==> config.mk <==
export PLATFORM = sky130hd
export DESIGN_NAME = button_press_pattern_classifier_top
export DESIGN_NICKNAME = d
export VERILOG_FILES = /design/src/hw/rtl/bppc_pkg.sv /design/src/hw/rtl/button_press_pattern_classifier_top.sv
export SDC_FILE = /design/constraint.sdc
export NUM_CORES = 1
export LEC_CHECK = 0
export ABC_AREA = 1
export BUFFER_PORTS_ARGS = -buffer_cell sky130_fd_sc_hd__buf_4
export CORE_MARGIN = 3
export CORE_UTILIZATION = 45
export DETAILED_ROUTE_END_ITERATION = 8
export PLACE_DENSITY = 0.72
export SETUP_SLACK_MARGIN = 0.05
export SLEW_MARGIN = 5
export SYNTH_ARGS = -nofsm -noshare
export SYNTH_HDL_FRONTEND = slang
export SYNTH_SLANG_ARGS = --single-unit
==> constraint.sdc <==
create_clock -name clk -period 12.6 [get_ports clk]
set_clock_uncertainty 0.1 [all_clocks]
set_input_delay 1.89 -clock clk [delete_from_list [all_inputs] [get_ports clk]]
set_output_delay 1.89 -clock clk [all_outputs]
set_load 0.01 [all_outputs]
==> src/hw/rtl/bppc_pkg.sv <==
`timescale 1ns / 1ps

package bppc_pkg;

  localparam int TIMER_BITS = 16;
  localparam int CFG_BITS   = 16;
  localparam int CMP_W      = (TIMER_BITS > CFG_BITS) ? TIMER_BITS : CFG_BITS;
  localparam int ADDR_W     = 3;
  localparam int DATA_W     = 32;
  localparam int TAP_BITS   = 8;

  localparam logic [TAP_BITS-1:0] TAP_MAX = {TAP_BITS{1'b1}};

  localparam logic [CFG_BITS-1:0] LONG_PRESS_RESET    = CFG_BITS'(1000);
  localparam logic [CFG_BITS-1:0] DOUBLE_WINDOW_RESET = CFG_BITS'(300);

  localparam logic REG_LONG_PRESS    = 1'b0;
  localparam logic REG_DOUBLE_WINDOW = 1'b1;

  typedef logic [1:0] tap_event_t;
  localparam tap_event_t EV_NONE   = 2'd0;
  localparam tap_event_t EV_SINGLE = 2'd1;
  localparam tap_event_t EV_DOUBLE = 2'd2;

  typedef logic [TIMER_BITS-1:0] timer_t;

endpackage

==> src/hw/rtl/button_press_pattern_classifier_top.sv <==
`timescale 1ns / 1ps

// Button press pattern classifier.
// Input channel (in_valid/in_ready, pin_level): one transaction per tick,
// carrying the sampled active-low button level.
// Output channel (out_valid/out_ready, long_press, tap_event): exactly one
// transaction per input transaction, in order. tap_event is 0 none,
// 1 single press, 2 double press; long_press marks an expired hold.
// Config port (APB style): long_press_ticks at 0x0, double_window_ticks at
// 0x4, 16 bits each, readable; write only while the block is idle.
// Output: the result is registered and valid in the cycle after the input is accepted.
// Throughput: one transaction per cycle while out_ready is high; all
// classification is one level of counter and compare logic between the state
// registers and the output register.
// Stall: when the receiver holds out_ready low, the result register keeps
// its transaction and in_ready drops until it is taken.
// Reset (rst, synchronous): timers stopped, tap count zero, button seen as
// released, thresholds back to 1000 and 300 ticks, output empty.
module button_press_pattern_classifier_top (
  input  logic                        clk,
  input  logic                        rst,
  input  logic                        psel,
  input  logic                        penable,
  input  logic                        pwrite,
  input  logic [bppc_pkg::ADDR_W-1:0] paddr,
  input  logic [bppc_pkg::DATA_W-1:0] pwdata,
  output logic [bppc_pkg::DATA_W-1:0] prdata,
  output logic                        pready,
  input  logic                        in_valid,
  output logic                        in_ready,
  input  logic                        pin_level,
  output logic                        out_valid,
  input  logic                        out_ready,
  output logic                        long_press,
  output logic [1:0]                  tap_event
);
  import bppc_pkg::*;

  logic [CFG_BITS-1:0] long_press_ticks;
  logic [CFG_BITS-1:0] double_window_ticks;

  logic                last_level;
  logic                held;
  timer_t              hold_counter;
  logic                hold_timer_running;
  timer_t              window_counter;
  logic                window_running;
  logic [TAP_BITS-1:0] tap_count;

  logic                last_level_next;
  logic                held_next;
  timer_t              hold_counter_next;
  logic                hold_timer_running_next;
  timer_t              window_counter_next;
  logic                window_running_next;
  logic [TAP_BITS-1:0] tap_count_next;
  logic                long_press_next;
  tap_event_t          tap_event_next;

  timer_t              win_inc;
  timer_t              hold_inc;
  logic                win_exp;
  logic                hold_exp;
  logic [TAP_BITS-1:0] tap_after_win;
  logic [TAP_BITS-1:0] tap_after_hold;
  logic                fall;
  logic                rise;
  logic                accept;
  logic                cfg_write;

  assign pready    = 1'b1;
  assign cfg_write = psel && penable && pwrite && pready;
  assign in_ready  = !out_valid || out_ready;
  assign accept    = in_valid && in_ready;

  always_comb begin
    case (paddr[2])
      REG_LONG_PRESS:    prdata = DATA_W'(long_press_ticks);
      REG_DOUBLE_WINDOW: prdata = DATA_W'(double_window_ticks);
      default:           prdata = '0;
    endcase
  end

  always_ff @(posedge clk) begin
    if (rst) begin
      long_press_ticks    <= LONG_PRESS_RESET;
      double_window_ticks <= DOUBLE_WINDOW_RESET;
    end else if (cfg_write) begin
      if (paddr[2] == REG_LONG_PRESS) begin
        long_press_ticks <= pwdata[CFG_BITS-1:0];
      end else begin
        double_window_ticks <= pwdata[CFG_BITS-1:0];
      end
    end
  end

  always_comb begin
    win_inc  = (window_counter == {TIMER_BITS{1'b1}}) ? window_counter
                                                      : window_counter + 1'b1;
    hold_inc = (hold_counter == {TIMER_BITS{1'b1}}) ? hold_counter
                                                    : hold_counter + 1'b1;

    // window timer first
    window_counter_next = window_running ? win_inc : window_counter;
    win_exp = window_running &&
              (CMP_W'(win_inc) >= CMP_W'(double_window_ticks));
    tap_event_next = EV_NONE;
    if (win_exp) begin
      if (tap_count >= TAP_BITS'(2)) begin
        tap_event_next = EV_DOUBLE;
      end else if (tap_count == TAP_BITS'(1)) begin
        tap_event_next = EV_SINGLE;
      end
    end
    tap_after_win       = win_exp ? '0 : tap_count;
    window_running_next = window_running && !win_exp;

    // then the hold timer
    hold_counter_next = hold_timer_running ? hold_inc : hold_counter;
    hold_exp = hold_timer_running &&
               (CMP_W'(hold_inc) >= CMP_W'(long_press_ticks));
    long_press_next         = hold_exp && held;
    tap_after_hold          = hold_exp ? '0 : tap_after_win;
    hold_timer_running_next = hold_timer_running && !hold_exp;
    tap_count_next          = tap_after_hold;
    held_next               = held;

    // then the pin edge
    fall = last_level && !pin_level;
    rise = !last_level && pin_level && held;
    if (fall) begin
      held_next               = 1'b1;
      hold_counter_next       = '0;
      hold_timer_running_next = 1'b1;
    end else if (rise) begin
      held_next               = 1'b0;
      hold_timer_running_next = 1'b0;
      if (CMP_W'(hold_counter_next) < CMP_W'(long_press_ticks)) begin
        if (tap_after_hold != TAP_MAX) begin
          tap_count_next = tap_after_hold + 1'b1;
        end
        window_counter_next = '0;
        window_running_next = 1'b1;
      end
    end
    last_level_next = pin_level;
  end

  always_ff @(posedge clk) begin
    if (rst) begin
      last_level         <= 1'b1;
      held               <= 1'b0;
      hold_counter       <= '0;
      hold_timer_running <= 1'b0;
      window_counter     <= '0;
      window_running     <= 1'b0;
      tap_count          <= '0;
    end else if (accept) begin
      last_level         <= last_level_next;
      held               <= held_next;
      hold_counter       <= hold_counter_next;
      hold_timer_running <= hold_timer_running_next;
      window_counter     <= window_counter_next;
      window_running     <= window_running_next;
      tap_count          <= tap_count_next;
    end
  end

  always_ff @(posedge clk) begin
    if (rst) begin
      out_valid <= 1'b0;
    end else if (accept) begin
      out_valid <= 1'b1;
    end else if (out_ready) begin
      out_valid <= 1'b0;
    end
  end

  always_ff @(posedge clk) begin
    if (accept) begin
      long_press <= long_press_next;
      tap_event  <= tap_event_next;
    end
  end

`ifndef NO_ASSERTIONS
  a_held_low: assert property (@(posedge clk) disable iff (rst)
    held |-> !last_level)
    else $error("held set while last level is high");

  a_hold_needs_held: assert property (@(posedge clk) disable iff (rst)
    hold_timer_running |-> held)
    else $error("hold timer running without a press");

  a_accept_fills: assert property (@(posedge clk) disable iff (rst)
    (in_valid && in_ready) |=> out_valid)
    else $error("accepted transaction produced no result");
`endif

endmodule
# After elaboration in Yosys (flattened, before gate mapping)
# Cells that the tools add are included.
dict set report word_totals {
  ff_bits 80
  input_bits 43
  wordCells 75
}
dict set report classes {
  addsub 3
  n_lt_le_gt_ge 4
  n_eq_ne 4
  n_mux 26
  n_bitwise 2
  reduce_logical 23
}
# op count
set op_table {}
lappend op_table {{16-bit two-way mux} 8}
lappend op_table {{32-bit case mux with 2 select lines} 1}
lappend op_table {{8-bit two-way mux} 6}
lappend op_table {{16-bit by 1-bit adder with 16-bit output, second input constant} 2}
lappend op_table {{16-bit == test, second input constant} 2}
lappend op_table {{16-bit greater-or-equal comparator} 2}
lappend op_table {{16-bit < comparator} 1}
lappend op_table {{1-bit logical AND} 11}
lappend op_table {{1-bit two-way mux} 10}
lappend op_table {{8-bit by 1-bit adder with 8-bit output, second input constant} 1}
lappend op_table {{8-bit by 1-bit == test with 1-bit output, second input constant} 1}
lappend op_table {{8-bit by 2-bit greater-or-equal comparator with 1-bit output, second input constant} 1}
lappend op_table {{8-bit inequality test, second input constant} 1}
lappend op_table {{2-bit AND reduction} 3}
lappend op_table {{1-bit zero test} 5}
lappend op_table {{2-bit nonzero test} 2}
lappend op_table {{2-bit two-way mux} 1}
lappend op_table {{1-bit NOT} 2}
lappend op_table {{2-bit OR reduction} 1}
lappend op_table {{1-bit logical OR} 1}

# Depth between registers and ports, before layout
dict set report depth {
  depth_word 11
  depth_mapped 35
}

# Least setup slack after synthesis
# No wires, ideal clock.
dict set report synth_path {
  kind {input -> output}
  from {input port paddr[2] in the netlist's numbering}
  to {output port prdata[11] in the netlist's numbering}
  arrival_time_ns 2.363
  required_ns 10.610
  slack_ns 8.247
  cell_stages 2
  n_path_buf 1
  cell_sequence {clkbuf_1 -> o21ai_0}
}
dict set report synth_via {
  elab_chain_cells 2
}
# element line
set synth_lines {}
lappend synth_lines {{start: declaration} button_press_pattern_classifier_top.sv:25} ;# input logic [bppc_pkg::ADDR_W-1:0] paddr,
lappend synth_lines {{1-bit NOT (no line)} --}
lappend synth_lines {{32-bit case mux with 2 select lines *} button_press_pattern_classifier_top.sv:77} ;# case (paddr[2])
lappend synth_lines {{end: declaration} button_press_pattern_classifier_top.sv:27} ;# output logic [bppc_pkg::DATA_W-1:0] prdata,
# Every way passes the cells marked *; elsewhere a longest branch is shown, timed or not. The select of a mux whose other input is x is not followed.

# Final worst setup path
dict set report layout_path {
  from {register window_counter[0]}
  to {register tap_count[0]}
}
dict set report layout_via {
  elab_chain_cells 11
  elab_cells_between_ends 13
  cone_classes {2 x add/sub; 1 x order compare; 2 x eq/ne; 7 x mux; 1 x reduce/logical}
}
# element line
set layout_lines {}
lappend layout_lines {{start: declaration} button_press_pattern_classifier_top.sv:46} ;# timer_t window_counter;
lappend layout_lines {{start signal: assignment} button_press_pattern_classifier_top.sv:163} ;# window_counter <= window_counter_next;
lappend layout_lines {{16-bit by 1-bit adder with 16-bit output or 16-bit == test (tied branches)} {button_press_pattern_classifier_top.sv:99, button_press_pattern_classifier_top.sv:98}}
lappend layout_lines {{16-bit two-way mux *} button_press_pattern_classifier_top.sv:98} ;# win_inc = (window_counter == {TIMER_BITS{1'b1}}) ? window_counter
lappend layout_lines {{16-bit greater-or-equal comparator *} button_press_pattern_classifier_top.sv:106} ;# (CMP_W'(win_inc) >= CMP_W'(double_window_ticks));
lappend layout_lines {{1-bit logical AND *} button_press_pattern_classifier_top.sv:105} ;# win_exp = window_running &&
lappend layout_lines {{8-bit two-way mux *} button_press_pattern_classifier_top.sv:115} ;# tap_after_win = win_exp ? '0 : tap_count;
lappend layout_lines {{8-bit two-way mux *} button_press_pattern_classifier_top.sv:123} ;# tap_after_hold = hold_exp ? '0 : tap_after_win;
lappend layout_lines {{8-bit by 1-bit adder with 8-bit output or 8-bit inequality test (tied branches)} {button_press_pattern_classifier_top.sv:140, button_press_pattern_classifier_top.sv:139}}
lappend layout_lines {{8-bit two-way mux} button_press_pattern_classifier_top.sv:139} ;# if (tap_after_hold != TAP_MAX) begin
lappend layout_lines {{8-bit two-way mux} button_press_pattern_classifier_top.sv:138} ;# if (CMP_W'(hold_counter_next) < CMP_W'(long_press_ticks)) begin
lappend layout_lines {{8-bit two-way mux} button_press_pattern_classifier_top.sv:135} ;# end else if (rise) begin
lappend layout_lines {{8-bit two-way mux *} button_press_pattern_classifier_top.sv:131} ;# if (fall) begin
lappend layout_lines {{end signal: assignment} button_press_pattern_classifier_top.sv:165} ;# tap_count <= tap_count_next;
lappend layout_lines {{end: declaration} button_press_pattern_classifier_top.sv:48} ;# logic [TAP_BITS-1:0] tap_count;
# Every way passes the cells marked *; elsewhere a longest branch is shown, timed or not.
# A chain may end at the register's enable or synchronous reset.

==> metrics.md <==
| Metric | Value |
|---|---|
| Status | `finished, final reports clean` |
| Clk pin slew, worst setup/hold paths | `approximately 60 ps` |
| Initial antenna violation count | `0` |
| Initial DRT Pass Iterations | `5` |
| CTS Root Cell | `clkbuf_16` |
| Post-CTS Setup Inserts | `0` |
| Pin count of the biggest net entering global routing | `43` |
| Crit-path max FO | `12` |
| ANT cells | `0` |
| DRC errors left | `0` |
| Seq/Total Area, Yosys | `roughly 28%` |
| Highest routed layer | `met4` |
| Clock power frac | `between 40% and 50%` |
| Cell Pwr Density | `~98 nW/um2` |
| #FFs+latches synth | `80` |
| Grt ovf | `0` |
| Max clock buf depth | `2` |
| Initial Utilization | `~47%` |
| R2R depth | `24` |
| M1 wire length | `approximately 6.4 mm` |
| Top_reg_cell synth | `dfxtp_1` |
| Number of port buffers | `45` |
| Area contributors post-synth | `dfxtp_1 (27%), nand2_1 (13%), ha_1 (11%)` |
| Maxcap violations | `0` |
| Top cell type by total area after synthesis | `dfxtp_1` |
| TritonCTS buffer count | `9` |
| Sum of negative setup slack | `0 ps` |
| Clock Latency Late Sink | `around 350 ps` |
| Number of global-route vias before repair | `4966` |
| Hold-fix buffers at CTS | `0` |
| Slew HR | `a little under a third` |
| Gate power share | `between 10 and 15%` |
| Fillers | `1251` |
| Area Growth Syn to Fin | `12.1%` |
| Tcrit/Tclk final | `roughly 42%` |
| Multi-input gate area | `around 3500 um2` |
| Storage cell area | `1630 um2` |
| # clock sinks | `80` |
| # rows | `40` |
| H-tree depth | `3` |
| Layout Cells excl Fill | `about 1.1k` |
| Leak | `roughly 3.0 nW` |
| Io pins | `81` |
| Util after Layout | `around 53%` |
| First-pass GRT wire length | `approximately 24 mm` |
| Kind of end point of the critical path | `flip-flop` |
| Horiz. Die Dim | `between 100 and 150 um` |
| Synth cell types | `38` |
| Vias per inst | `just over 5` |
| Antenna Nets Post-Route | `0` |
| Hold Path Depth | `2` |
| Die Area | `between 10000 and 15000 um2` |
| GP Congestion | `roughly 0.90` |
| Slew Viols, Final | `0` |
| Hpwl dp | `~11 mm` |
| Worst hold slack | `around 380 ps` |
| F_max | `about 190 MHz` |
| Sequential Power Share | `43.0%` |
| Die Y | `roughly 120 um` |
| Final WL | `14.2 mm` |
| RSZ-0062 raised after global routing | `false` |
| WL per Instance | `approximately 13 um` |
| Synth Instances | `slightly below 900` |
| Power Total | `633 uW` |
| Hold WC Path Type | `reg -> reg` |
| Mean Syn Cell Area | `6.59 um2` |
| Layout cells sized above 1 | `around 11%` |
| Post-synth EDFFs | `3` |
| Area share of the largest cell type after synthesis | `about 27%` |
| CP startpoint kind | `flip-flop` |
| Ys Warns | `0` |
| Met2 wire length | `6.86 mm` |
| Post-synthesis async set-or-reset flop share | `0%` |
| Hold Violations, Final | `0` |
| Met3 wire length | `approximately 620 um` |
| Area of the mapped netlist | `around 5700 um2` |
| DR vias | `between 5k and 6k` |
| Placed cell count | `between 1k and 1.5k` |
| Nets | `between 900 and 1k` |
| CTS tree | `built` |
| Crit Path Category | `reg -> reg` |
| Post-synth top cells | `nand2_1 (198), inv_1 (110), a21oi_1 (92)` |
| GRT Total Usage | `20.4%` |
| NetSw | `180 uW` |
| Required @ worst endpoint | `roughly 13000 ps` |
| Critical Path AT | `5460 ps` |
| DRT iter0 DRCs | `approximately 490` |
| Tmin final | `5330 ps` |
| Top-count cell post-synth | `nand2_1` |
| Switching Share | `~28%` |
| Int Pwr | `around 450 uW` |
| Maximum vdd drop | `approximately 0.10 mV` |
| Final setup viols | `0` |
| Core area | `12200 um2` |
| Slew @ Worst Pin | `1020 ps` |
| Resized Gates After CTS | `0` |
metal layers:
| metal | vias up | track usage, % |
|---|---|---|
| met5 | - | 0 |
| met4 | 0 | 6.37 |
| met3 | 21 | 4.42 |
| met2 | 118 | 34.6 |
| li1 | 2881 | - |
| met1 | 2518 | 25.8 |
cell usage in the layout, fill, tap and decap left out, types with 2 or more instances in the layout:
master      count
inv_1         110
clkbuf_16       9
edfxtp_1        3
nand3_1        42
nor4_1          4
a21o_1          3
nor2_1         69
nand2_2         6
o21ai_0        84
nand4_1        11
inv_6           3
o211ai_1        3
ha_1           50
xor2_1         17
a21oi_1        92
dfxtp_1        77
a21oi_2         2
nand2_4         3
nor3_1         19
clkinvlp_4      2
a31oi_1         4
buf_4          51
nor2_4          2
nor2_2          6
nor3_2          4
o21a_1          3
nand2_1       198
conb_1         17
or2_2           3
logic make-up (layout without fill, tap and decap cells):
logic type / after synthesis / after routing / share of synthesized area [%]
compound gates: 195 / 195 / 17.8
simple gates: 370 / 370 / 28.3
xor+xnor: 18 / 18 / 2.75
other cells: 2 / 17 / 0.131
flops: 80 / 80 / 28.4
fa+ha+maj: 50 / 50 / 10.9
buf+inv: 156 / 178 / 11.7
final timing paths:
path	startpoint	slack, ps	end
worst max-delay path	window_counter[0]$_SDFFE_PP0P_	7270	tap_count[0]$_SDFFE_PP0P_
worst min-delay path	double_window_ticks[4]$_SDFFE_PP0P_	380	double_window_ticks[4]$_SDFFE_PP0P_
worst max register to register	window_counter[0]$_SDFFE_PP0P_	7270	tap_count[0]$_SDFFE_PP0P_
worst min register to register	double_window_ticks[4]$_SDFFE_PP0P_	380	double_window_ticks[4]$_SDFFE_PP0P_
cell type report:
cell class	instances	share of cell area, %
clock inverters	7	1.19
flip-flops and latches	80	25.4
well taps	168	3.27
repair buffers	51	5.95
inverters	111	6.48
clock buffers	9	3.50
multi-input cells	650	54.2
per-stage QoR:
stage	cell area, um2	setup WS [ps]
CTS	6430	7240
global placement	6130	7330
global route	6430	6620
detailed placement	6130	7260
finish	6430	7270
floorplan	5790	8250
registers in the layout, indices dropped and copies added, names as in the netlist:
| register | cells |
|---|---|
| hold_counter | 16 |
| tap_count | 8 |
| hold_timer_running | 1 |
| window_running | 1 |
| window_counter | 16 |
| double_window_ticks | 16 |
| tap_event | 2 |
| out_valid | 1 |
| last_level | 1 |
| held | 1 |
| long_press_ticks | 16 |
| long_press | 1 |
critical path, stage by stage, from the launching register on:
cell and delay [ps]:
dfxtp_1 390, ha_1 230, nand3_1 130, nor4_2 330, nand2_1 160, nor2_1 230
nand2_2 150, nand3_1 130, nor2_1 60, xor2_1 220, ha_1 310, a21oi_1 120
o21ai_0 90, a21oi_1 220, nand3_1 140, nand2_1 360, inv_1 150, nor2_1 370
ha_1 270, nand3_1 80, nor2_1 200, nand3_1 270, nand4_1 210, xor2_1 200
a21oi_1 80
power groups by stage:
| stage | Combinational [mW] | Clock, mW | Sequential, mW |
|---|---|---|---|
| CTS | 0.0928 | 0.274 | 0.272 |
| detailed placement | 0.0921 | 0 | 0.278 |
| finish | 0.0924 | 0.268 | 0.272 |
| global route | 0.106 | 0.283 | 0.274 |
| floorplan | 0.0687 | 0 | 0.275 |
| global placement | 0.0905 | 0 | 0.277 |
Power figures use the tool's default switching activity.
